$ cat src/hdl/srbc_pkg.sv
package srbc_pkg;

    // coordinate format
    localparam int C_FRAC_BITS = 8;
    localparam int C_CW        = 24;
    localparam int C_SZW       = 13;

    // derived working widths
    localparam int C_WB = C_SZW + C_FRAC_BITS;
    localparam int C_LW = ((C_WB > C_CW) ? C_WB : C_CW) + 3;
    localparam int C_PW = 2 * C_LW + 2;
    localparam int C_NW = 2 * C_LW;
    localparam int C_DW = C_CW + 2;
    localparam int C_QB = ((C_WB > C_CW - 1) ? C_WB : C_CW - 1) + 1;

    // configuration registers
    localparam int                 C_CFG_IW     = 1;
    localparam logic [C_CFG_IW-1:0] C_REG_WIDTH  = 1'b0;
    localparam logic [C_CFG_IW-1:0] C_REG_HEIGHT = 1'b1;
    localparam logic [C_SZW-1:0]   C_WIDTH_RST  = C_SZW'(640);
    localparam logic [C_SZW-1:0]   C_HEIGHT_RST = C_SZW'(480);

    // rectangle edges
    localparam logic [1:0] C_EDGE_TOP    = 2'd0;
    localparam logic [1:0] C_EDGE_RIGHT  = 2'd1;
    localparam logic [1:0] C_EDGE_BOTTOM = 2'd2;
    localparam logic [1:0] C_EDGE_LEFT   = 2'd3;

    typedef logic signed [C_CW-1:0] t_crd;
    typedef logic signed [C_LW-1:0] t_lin;
    typedef logic [C_LW-2:0]        t_mag;
    typedef logic signed [C_PW-1:0] t_prod;
    typedef logic [2*C_LW-3:0]      t_sq;
    typedef logic [2*C_LW-2:0]      t_dist;

    typedef struct packed {
        t_crd start_x;
        t_crd start_y;
        t_crd end_x;
        t_crd end_y;
    } t_seg;

    typedef struct packed {
        t_lin x1;
        t_lin y1;
        t_lin x2;
        t_lin y2;
        t_lin dx;
        t_lin dy;
    } t_geo;

    typedef struct packed {
        logic [3:0]  ok;
        t_dist [3:0] sqd;
        t_geo        geo;
    } t_test;

    typedef struct packed {
        logic       hit;
        logic [1:0] edge_idx;
        logic       vert;
        logic       startfix;
        logic       neg;
        t_crd       base;
        t_crd       fixed;
        t_crd       alt;
    } t_side;

    typedef struct packed {
        logic [C_DW-1:0] rem;
        logic [C_QB-1:0] low;
        logic [C_DW-1:0] dsr;
        t_side           side;
    } t_div_in;

    // pixel count to far edge coordinate, zero size taken as one
    function automatic t_lin size_to_lin(logic [C_SZW-1:0] sz);
        logic [C_SZW-1:0] m1;
        logic [C_WB-1:0]  fx;
        m1 = (sz == '0) ? '0 : sz - 1'b1;
        fx = C_WB'(m1) << C_FRAC_BITS;
        return t_lin'(fx);
    endfunction

    function automatic t_lin clamp_lin(t_lin v, t_lin hi);
        return (v < 0) ? t_lin'(0) : ((v > hi) ? hi : v);
    endfunction

    function automatic t_mag mag(t_lin v);
        t_lin a;
        a = (v < 0) ? -v : v;
        return a[C_LW-2:0];
    endfunction

    function automatic t_prod smul(t_lin a, t_lin b);
        return t_prod'(a) * t_prod'(b);
    endfunction

    function automatic t_sq sqr(t_mag m);
        return t_sq'(m) * t_sq'(m);
    endfunction

endpackage

$ cat src/hdl/srbc_pick.sv
module srbc_pick (
    input  logic              i_clk,
    input  logic              i_rst_n,
    input  logic              i_adv,
    input  logic              i_valid,
    input  srbc_pkg::t_test   i_test,
    input  srbc_pkg::t_lin    i_w,
    input  srbc_pkg::t_lin    i_h,
    output logic              o_valid,
    output srbc_pkg::t_div_in o_div
);
    import srbc_pkg::*;

    logic [5:0] r_v;

    t_geo       r6_geo;
    logic       r6_v01, r6_v23;
    logic [1:0] r6_i01, r6_i23;
    t_dist      r6_d01, r6_d23;

    t_geo       r7_geo;
    logic       r7_hit;
    logic [1:0] r7_edge;

    t_lin  r8_diff, r8_mulb, r8_div;
    t_side r8_side;

    t_prod r9_prod;
    t_lin  r9_div;
    t_side r9_side;

    logic [C_NW-1:0] r10_un;
    logic [C_CW:0]   r10_ud;
    t_side           r10_side;

    t_div_in r11_div;

    logic [C_NW-1:0]      n_num;
    logic [C_NW-C_QB-1:0] n_hi;
    t_lin                 n_line;
    t_side                n_side;
    t_side                n_side_sgn;
    t_lin                 n_diff, n_mulb, n_div;
    t_prod                n_pabs;
    t_lin                 n_dabs;

    // edge setup: line coordinate of the chosen edge and divide operands
    always_comb begin
        n_side          = '0;
        n_side.hit      = r7_hit;
        n_side.edge_idx = r7_edge;
        n_diff          = '0;
        n_mulb          = '0;
        n_div           = '0;
        n_line          = '0;
        if (!r7_hit) begin
            n_side.base  = r7_geo.x1[C_CW-1:0];
            n_side.fixed = r7_geo.y1[C_CW-1:0];
        end else if (r7_edge[0]) begin
            n_line          = (r7_edge == C_EDGE_RIGHT) ? i_w : t_lin'(0);
            n_side.vert     = 1'b1;
            n_side.base     = r7_geo.y1[C_CW-1:0];
            n_side.fixed    = n_line[C_CW-1:0];
            n_side.startfix = (r7_geo.x1 == n_line);
            n_side.alt      = C_CW'(clamp_lin(r7_geo.y2, i_h));
            n_diff          = n_line - r7_geo.x1;
            n_mulb          = r7_geo.dy;
            n_div           = r7_geo.dx;
        end else begin
            n_line          = (r7_edge == C_EDGE_BOTTOM) ? i_h : t_lin'(0);
            n_side.base     = r7_geo.x1[C_CW-1:0];
            n_side.fixed    = n_line[C_CW-1:0];
            n_side.startfix = (r7_geo.y1 == n_line);
            n_side.alt      = C_CW'(clamp_lin(r7_geo.x2, i_w));
            n_diff          = n_line - r7_geo.y1;
            n_mulb          = r7_geo.dx;
            n_div           = r7_geo.dy;
        end
    end

    // quotient sign rides along with the side data
    always_comb begin
        n_side_sgn     = r9_side;
        n_side_sgn.neg = (r9_prod < 0) != (r9_div < 0);
    end

    assign n_pabs = (r9_prod < 0) ? -r9_prod : r9_prod;
    assign n_dabs = (r9_div < 0) ? -r9_div : r9_div;
    assign n_num  = {r10_un[C_NW-2:0], 1'b0} + C_NW'(r10_ud);
    assign n_hi   = n_num[C_NW-1:C_QB];

    always_ff @(posedge i_clk) begin
        if (!i_rst_n) begin
            r_v <= '0;
        end else if (i_adv) begin
            r_v <= {r_v[4:0], i_valid};
        end
    end

    always_ff @(posedge i_clk) begin
        if (i_adv) begin
            // pairwise nearest, lower index wins ties
            r6_geo <= i_test.geo;
            r6_v01 <= i_test.ok[0] | i_test.ok[1];
            r6_v23 <= i_test.ok[2] | i_test.ok[3];
            if (i_test.ok[0] && (!i_test.ok[1] || i_test.sqd[0] <= i_test.sqd[1])) begin
                r6_i01 <= C_EDGE_TOP;
                r6_d01 <= i_test.sqd[0];
            end else begin
                r6_i01 <= C_EDGE_RIGHT;
                r6_d01 <= i_test.sqd[1];
            end
            if (i_test.ok[2] && (!i_test.ok[3] || i_test.sqd[2] <= i_test.sqd[3])) begin
                r6_i23 <= C_EDGE_BOTTOM;
                r6_d23 <= i_test.sqd[2];
            end else begin
                r6_i23 <= C_EDGE_LEFT;
                r6_d23 <= i_test.sqd[3];
            end

            r7_geo <= r6_geo;
            r7_hit <= r6_v01 | r6_v23;
            if (r6_v01 && (!r6_v23 || r6_d01 <= r6_d23)) begin
                r7_edge <= r6_i01;
            end else if (r6_v23) begin
                r7_edge <= r6_i23;
            end else begin
                r7_edge <= C_EDGE_TOP;
            end

            r8_diff <= n_diff;
            r8_mulb <= n_mulb;
            r8_div  <= n_div;
            r8_side <= n_side;

            r9_prod <= smul(r8_diff, r8_mulb);
            r9_div  <= r8_div;
            r9_side <= r8_side;

            r10_un   <= n_pabs[C_NW-1:0];
            r10_ud   <= n_dabs[C_CW:0];
            r10_side <= n_side_sgn;

            // rounding folded in: (2n + d) / 2d
            r11_div.rem  <= n_hi[C_DW-1:0];
            r11_div.low  <= n_num[C_QB-1:0];
            r11_div.dsr  <= {r10_ud, 1'b0};
            r11_div.side <= r10_side;
        end
    end

    assign o_valid = r_v[5];
    assign o_div   = r11_div;

endmodule

$ cat config.mk
export PLATFORM = sky130hd
export DESIGN_NAME = srbc_pick
export DESIGN_NICKNAME = d
export VERILOG_FILES = /design/src/hdl/srbc_pkg.sv /design/src/hdl/srbc_pick.sv
export SDC_FILE = /design/constraint.sdc
export NUM_CORES = 2
export LEC_CHECK = 0
export ABC_AREA = 0
export CAP_MARGIN = 40
export CORE_UTILIZATION = 40
export CTS_CLUSTER_SIZE = 12
export DETAILED_ROUTE_END_ITERATION = 16
export DONT_BUFFER_PORTS = 1
export GPL_ROUTABILITY_DRIVEN = 1
export PLACE_DENSITY_LB_ADDON = 0.05
export SLEW_MARGIN = 20
export SYNTH_ARGS = -nofsm -noshare
export SYNTH_HDL_FRONTEND = slang
export SYNTH_SLANG_ARGS = --single-unit
$ cat constraint.sdc
create_clock -name i_clk -period 15.48 [get_ports i_clk]
set_input_delay 3.096 -clock i_clk [delete_from_list [all_inputs] [get_ports i_clk]]
set_output_delay 3.096 -clock i_clk [all_outputs]
set_load 0.1 [all_outputs]
### Yosys cells after proc, flatten, opt, wreduce, memory -nomap -nowiden

Index checks and enable logic that the tools add are counted.

* $add $sub $neg: 5
* $mul: 1
* order comparisons: 9
* equal/unequal tests: 5
* mux-type cells: 21
* bitwise operators: 3
* reduce and logical (&&, ||, !) cells: 9

Operators with widths (number)
* <= comparator 53 bit: 3
* 2-to-1 mux 27 bit: 5
* 2-to-1 mux 53 bit: 2
* 2-to-1 mux 24 bit: 4
* < comparator 27 x 1 -> 1 bit (second input constant): 3
* 2-to-1 mux 72 bit: 1
* equality test 27 bit: 2
* greater-than comparator 27 bit: 2
* < comparator 54 x 1 -> 1 bit (second input constant): 1
* multiplier 27 x 27 -> 54 bit: 1
* subtractor 27 bit: 2
* adder 50 x 25 -> 50 bit: 1
* 2-to-1 mux 49 bit: 1
* negation 49 bit: 1
* 2-to-1 mux 48 bit: 1
* 2-to-1 mux 25 bit: 1
* negation 25 bit: 1
* 2-to-1 mux 1 bit: 4
* 2-to-1 mux 2 bit: 2
* logical AND 1 bit: 3
* zero test 1 bit: 3
* logical OR 1 bit: 3
* bitwise OR 1 bit: 3
* equality test 2 x 1 -> 1 bit (second input constant): 1
* other kinds (2): 2

* register bits after elaboration: 1066
* input port bits: 436

### Logic depth before layout (Yosys ltp)

* word-level depth: 5
* depth in mapped cells: 28
* depth with buffers taken out: 26

### Worst setup path after synthesis

No wires, ideal clock.

* kind: register -> register
* from: register r8_mulb[12]
* to: register r9_prod[47], data pin
* library setup time: 0.264 ns
* data arrival time: 7.080 ns
* data required time: 15.216 ns
* path slack: 8.137 ns
* stages on the path, launching flop included: 27
* buffers on the path: 2
* clock period less this slack: 7.343 ns
* path through: edfxtp_1 clkbuf_1 clkbuf_1 nand2_1 fa_1 fa_1 inv_1 fa_1 inv_1 fa_1 inv_1 fa_1 fa_1 inv_1 fa_1 inv_1 ha_1 a21oi_1 o21ai_0 o211ai_1 a22oi_1 a221o_1 a211oi_2 nor2_1 or2_2 a221oi_1 xnor2_1

* word-level cells in the longest chain between the ends: 1

Ends and longest elaborated chain
* from (decl): line srbc_pick.sv:25 `t_lin r8_diff, r8_mulb, r8_div;`
* from (signal assigned): line srbc_pick.sv:132 `r8_mulb <= n_mulb;`
* multiplier 27 x 27 -> 54 bit: line srbc_pkg.sv:96 `return t_prod'(a) * t_prod'(b);`
* to (signal assigned): line srbc_pick.sv:136 `r9_prod <= smul(r8_diff, r8_mulb);`
* to (decl): line srbc_pick.sv:28 `t_prod r9_prod;`

No other way between the ends.
A chain may end at the register's enable or synchronous reset.

### Worst setup path after layout

* from: register r8_mulb[16]
* to: register r9_prod[47], data pin

Same word-level chain as after synthesis.

==> key figures <==
Yosys
  • Post-Syn Instances: 6122
  • Cell with the most instances after synthesis: inv_1
  • Number of synthesized flops with an enable pin: 1051
  • Syn Nets: 7771
  • Sequential area share after synthesis: 0.434
  • Mapped Area: 0.0729 mm²
  • Cell taking the most area after synthesis: edfxtp_1
  • Synth top area share: 0.433
  • Yosys cell types: 74
  • Synth cell count leaders: inv_1, edfxtp_1, fa_1
  • Synth Register Bits: 1057
  • Syn. warnings: 0
  • Largest cells by area after synthesis: edfxtp_1, fa_1, ha_1
  • Avg Inst Size Synth: 11.9 µm²
  • Fraction of registers with async set/reset: 0
  • Main synth FF type: edfxtp_1

Global routing
  • GRT Residual Overflow: 0
  • Initial antenna violation count: 18
  • Largest net degree at the start of global routing: 1058
  • Tot GR Track Use: 0.215
  • First-pass GRT wire length: 295 mm
  • Number of global-route vias before repair: 45.3k

Worst setup path
  • Most numerous cell on the critical path: fa_1
  • Req. time, crit path: 16.02 ns
  • Reg-to-reg setup timing slack: 7.45 ns
  • Top delay family on crit path: adder cells
  • Crit path buffers/inverters: 6
  • CP startpoint kind: flip-flop
  • CP max FO: 16
  • Critical path arrival: 8.58 ns
  • Reg2reg path depth: 25
  • CP max stage delay: 0.63 ns
  • Crit path kind: flip-flop to flip-flop
  • Crit path to: r9_prod[47]$_DFFE_PP_
  • FF-to-FF End: r9_prod[47]$_DFFE_PP_
  • Crit path depth: 25
  • Critical R2R Launch: r8_mulb[16]$_SDFFCE_PN0P_
  • Slowest-stage cell, CP: edfxtp_1
  • Critical Path Source: r8_mulb[16]$_SDFFCE_PN0P_
  • Worst setup EP type: flip-flop

Clock network
  • Clock Tree Root: clkbuf_16
  • Htree depth: 3
  • CTS tree: done
  • CTS clk-pin slew, worst paths: 0.08 ns
  • Post-CTS Resized: 0
  • Sinks on Clock Net: 1057
  • Setup Fix Bufs, Post-CTS: 0
  • Hold-fix buffers, CTS: 0
  • Clock Tree Buf Depth: 3
  • TritonCTS buffer count: 118
  • Clk Latency, worst-skew pair: 0.79 ns

Timing
  • Slew Limit Fails: 0
  • Fin Setup TNS: 0 ns
  • Worst slew pin tran: 1.21 ns
  • Slew headroom: 0.194
  • Min Tclk post-route: 8.03 ns
  • F_max: 0.124 GHz
  • Period utilisation layout: 0.519
  • WHS: 0.391 ns
  • RSZ-0062 raised after global routing: false
  • Final worst slack: 7.45 ns
  • Clock skew: 0.0420 ns
  • Setup-failing EPs final: 0
  • Hold Fails Final Rpt: 0

Cells and area
  • Nets: 7850
  • Fillers: 16.5k
  • Fraction of layout cells with a size suffix above 1: 0.0757
  • Multi-input combinational cell area: 0.0361 mm²
  • Synth-to-layout area growth: 12.6%
  • Cell area after layout: 0.0822 mm²
  • FF+latch area: 0.0317 mm²

Placed design
  • Post-DP HPWL: 156 mm
  • Area after DPL: 0.0780 mm²
  • RD Place Congestion: 0.898
  • Port bufs: 0
  • Place WS: 7.12 ns

Route
  • DR pass1 iterations: 5
  • Drt total wl: 198 mm
  • Wire length per cell: 22.9 µm
  • DR iter-0 viols: 2709
  • Number of routed nets with antenna violations: 0
  • Vias: 43.3k
  • Via density: 5.00
  • DRC Markers: 0

Flow run
  • Max_cap viols: 0

Floorplanning
  • I/O pin count: 591
  • Core Region: 0.181 mm²
  • Die area: 0.184 mm²
  • Die W: 429 µm
  • Initial core utilization: 0.403
  • Std-Cell Rows: 156
  • Die height: 429 µm

Min path
  • Tightest Hold Check Type: flip-flop to flip-flop

Outcome
  • Outcome: finished clean
[through the flow]
| step | cells | util |
|---|---|---|
| global route | 8663 | 0.454 |
| finish | 8665 | 0.454 |
| global placement | 8340 | 0.418 |
| CTS | 8646 | 0.452 |
| floorplan | 6122 | - |
| detailed placement | 8437 | 0.431 |
[kinds of logic (layout without fill, tap and decap cells)]
group | after synthesis | after routing | synth area share
and+or+nand+nor | 1400 | 1400 | 0.0944
buffers and inverters | 1383 | 1551 | 0.0714
adders and majority gates | 1213 | 1213 | 0.287
DFF | 1057 | 1057 | 0.434
AOI/OAI and AO/OA | 662 | 662 | 0.0591
xor gates and xnor gates | 210 | 210 | 0.0252
muxes | 196 | 196 | 0.0288
other | 1 | 6 | 0.0000514
[sequential cells by signal, summed over array words and instances (netlist names), 2 cells and up]
name / count
r10_ud: 25
o_div: 152
r8_div: 26
r9_prod: 50
r8_mulb: 27
r7_edge: 2
r10_side: 78
r9_div: 26
r7_geo: 162
n_side_sgn: 77
r6_d23: 53
r8_diff: 27
r10_un: 49
r8_side: 77
r6_geo: 162
r_v: 6
r6_d01: 53
[metal layers]
layer | global-route usage | up-vias | routed length, µm | share of wire
li1 | - | 20281 | - | -
met1 | 0.288 | 21767 | 87600 | 0.44
met2 | 0.361 | 978 | 96000 | 0.48
met3 | 0.0396 | 246 | 9820 | 0.049
met4 | 0.0530 | 20 | 4850 | 0.024
met5 | 0 | - | 126 | 0.00064
[how the worst min path moves through the flow]
stage	slack [ns]	to	from	cells past startpoint
5_1_grt	0.40	o_div[52]$_DFFE_PP_	r10_side[52]$_DFFE_PP_	0
4_1_cts	0.39	o_div[52]$_DFFE_PP_	r10_side[52]$_DFFE_PP_	0
3_3_place_gp	0.40	n_side_sgn[24]$_DFFE_PP_	r8_side[24]$_DFFE_PP_	0
6_report	0.39	o_div[52]$_DFFE_PP_	r10_side[52]$_DFFE_PP_	0
3_5_place_dp	0.40	n_side_sgn[2]$_DFFE_PP_	r8_side[2]$_SDFFCE_PN0P_	0
2_1_floorplan	0.40	n_side_sgn[0]$_DFFE_PP_	r8_side[0]$_SDFFCE_PN0P_	0
[final cells by class]
class                   count  area share
repair buffers            172      0.0400
flip-flops and latches   1057       0.386
diodes                      5    0.000152
well taps                2370      0.0361
inverters                1170      0.0535
clock buffers             143      0.0373
clock inverters            66     0.00832
multi-input cells        3682       0.439
[layout by cell type (no fill, tap or decap), types with 45 or more instances in the layout]
| master | synthesis | final |
|---|---|---|
| nand4_1 | 63 | 63 |
| o21ai_0 | 142 | 142 |
| buf_16 | 0 | 86 |
| clkbuf_16 | 0 | 126 |
| fa_1 | 764 | 764 |
| nor2_1 | 196 | 196 |
| xor2_1 | 52 | 52 |
| inv_1 | 1170 | 1168 |
| mux2i_1 | 88 | 88 |
| mux2_2 | 108 | 108 |
| ha_1 | 449 | 449 |
| and2_1 | 331 | 331 |
| nor3_1 | 45 | 45 |
| xnor2_1 | 158 | 158 |
| buf_4 | 2 | 59 |
| nand2_1 | 553 | 553 |
| a21oi_1 | 178 | 178 |
| a21o_1 | 126 | 126 |
| edfxtp_1 | 1051 | 1051 |
Power is not shown: default switching activity piles up to over one toggle a cycle in this logic, so the estimate is an artifact.
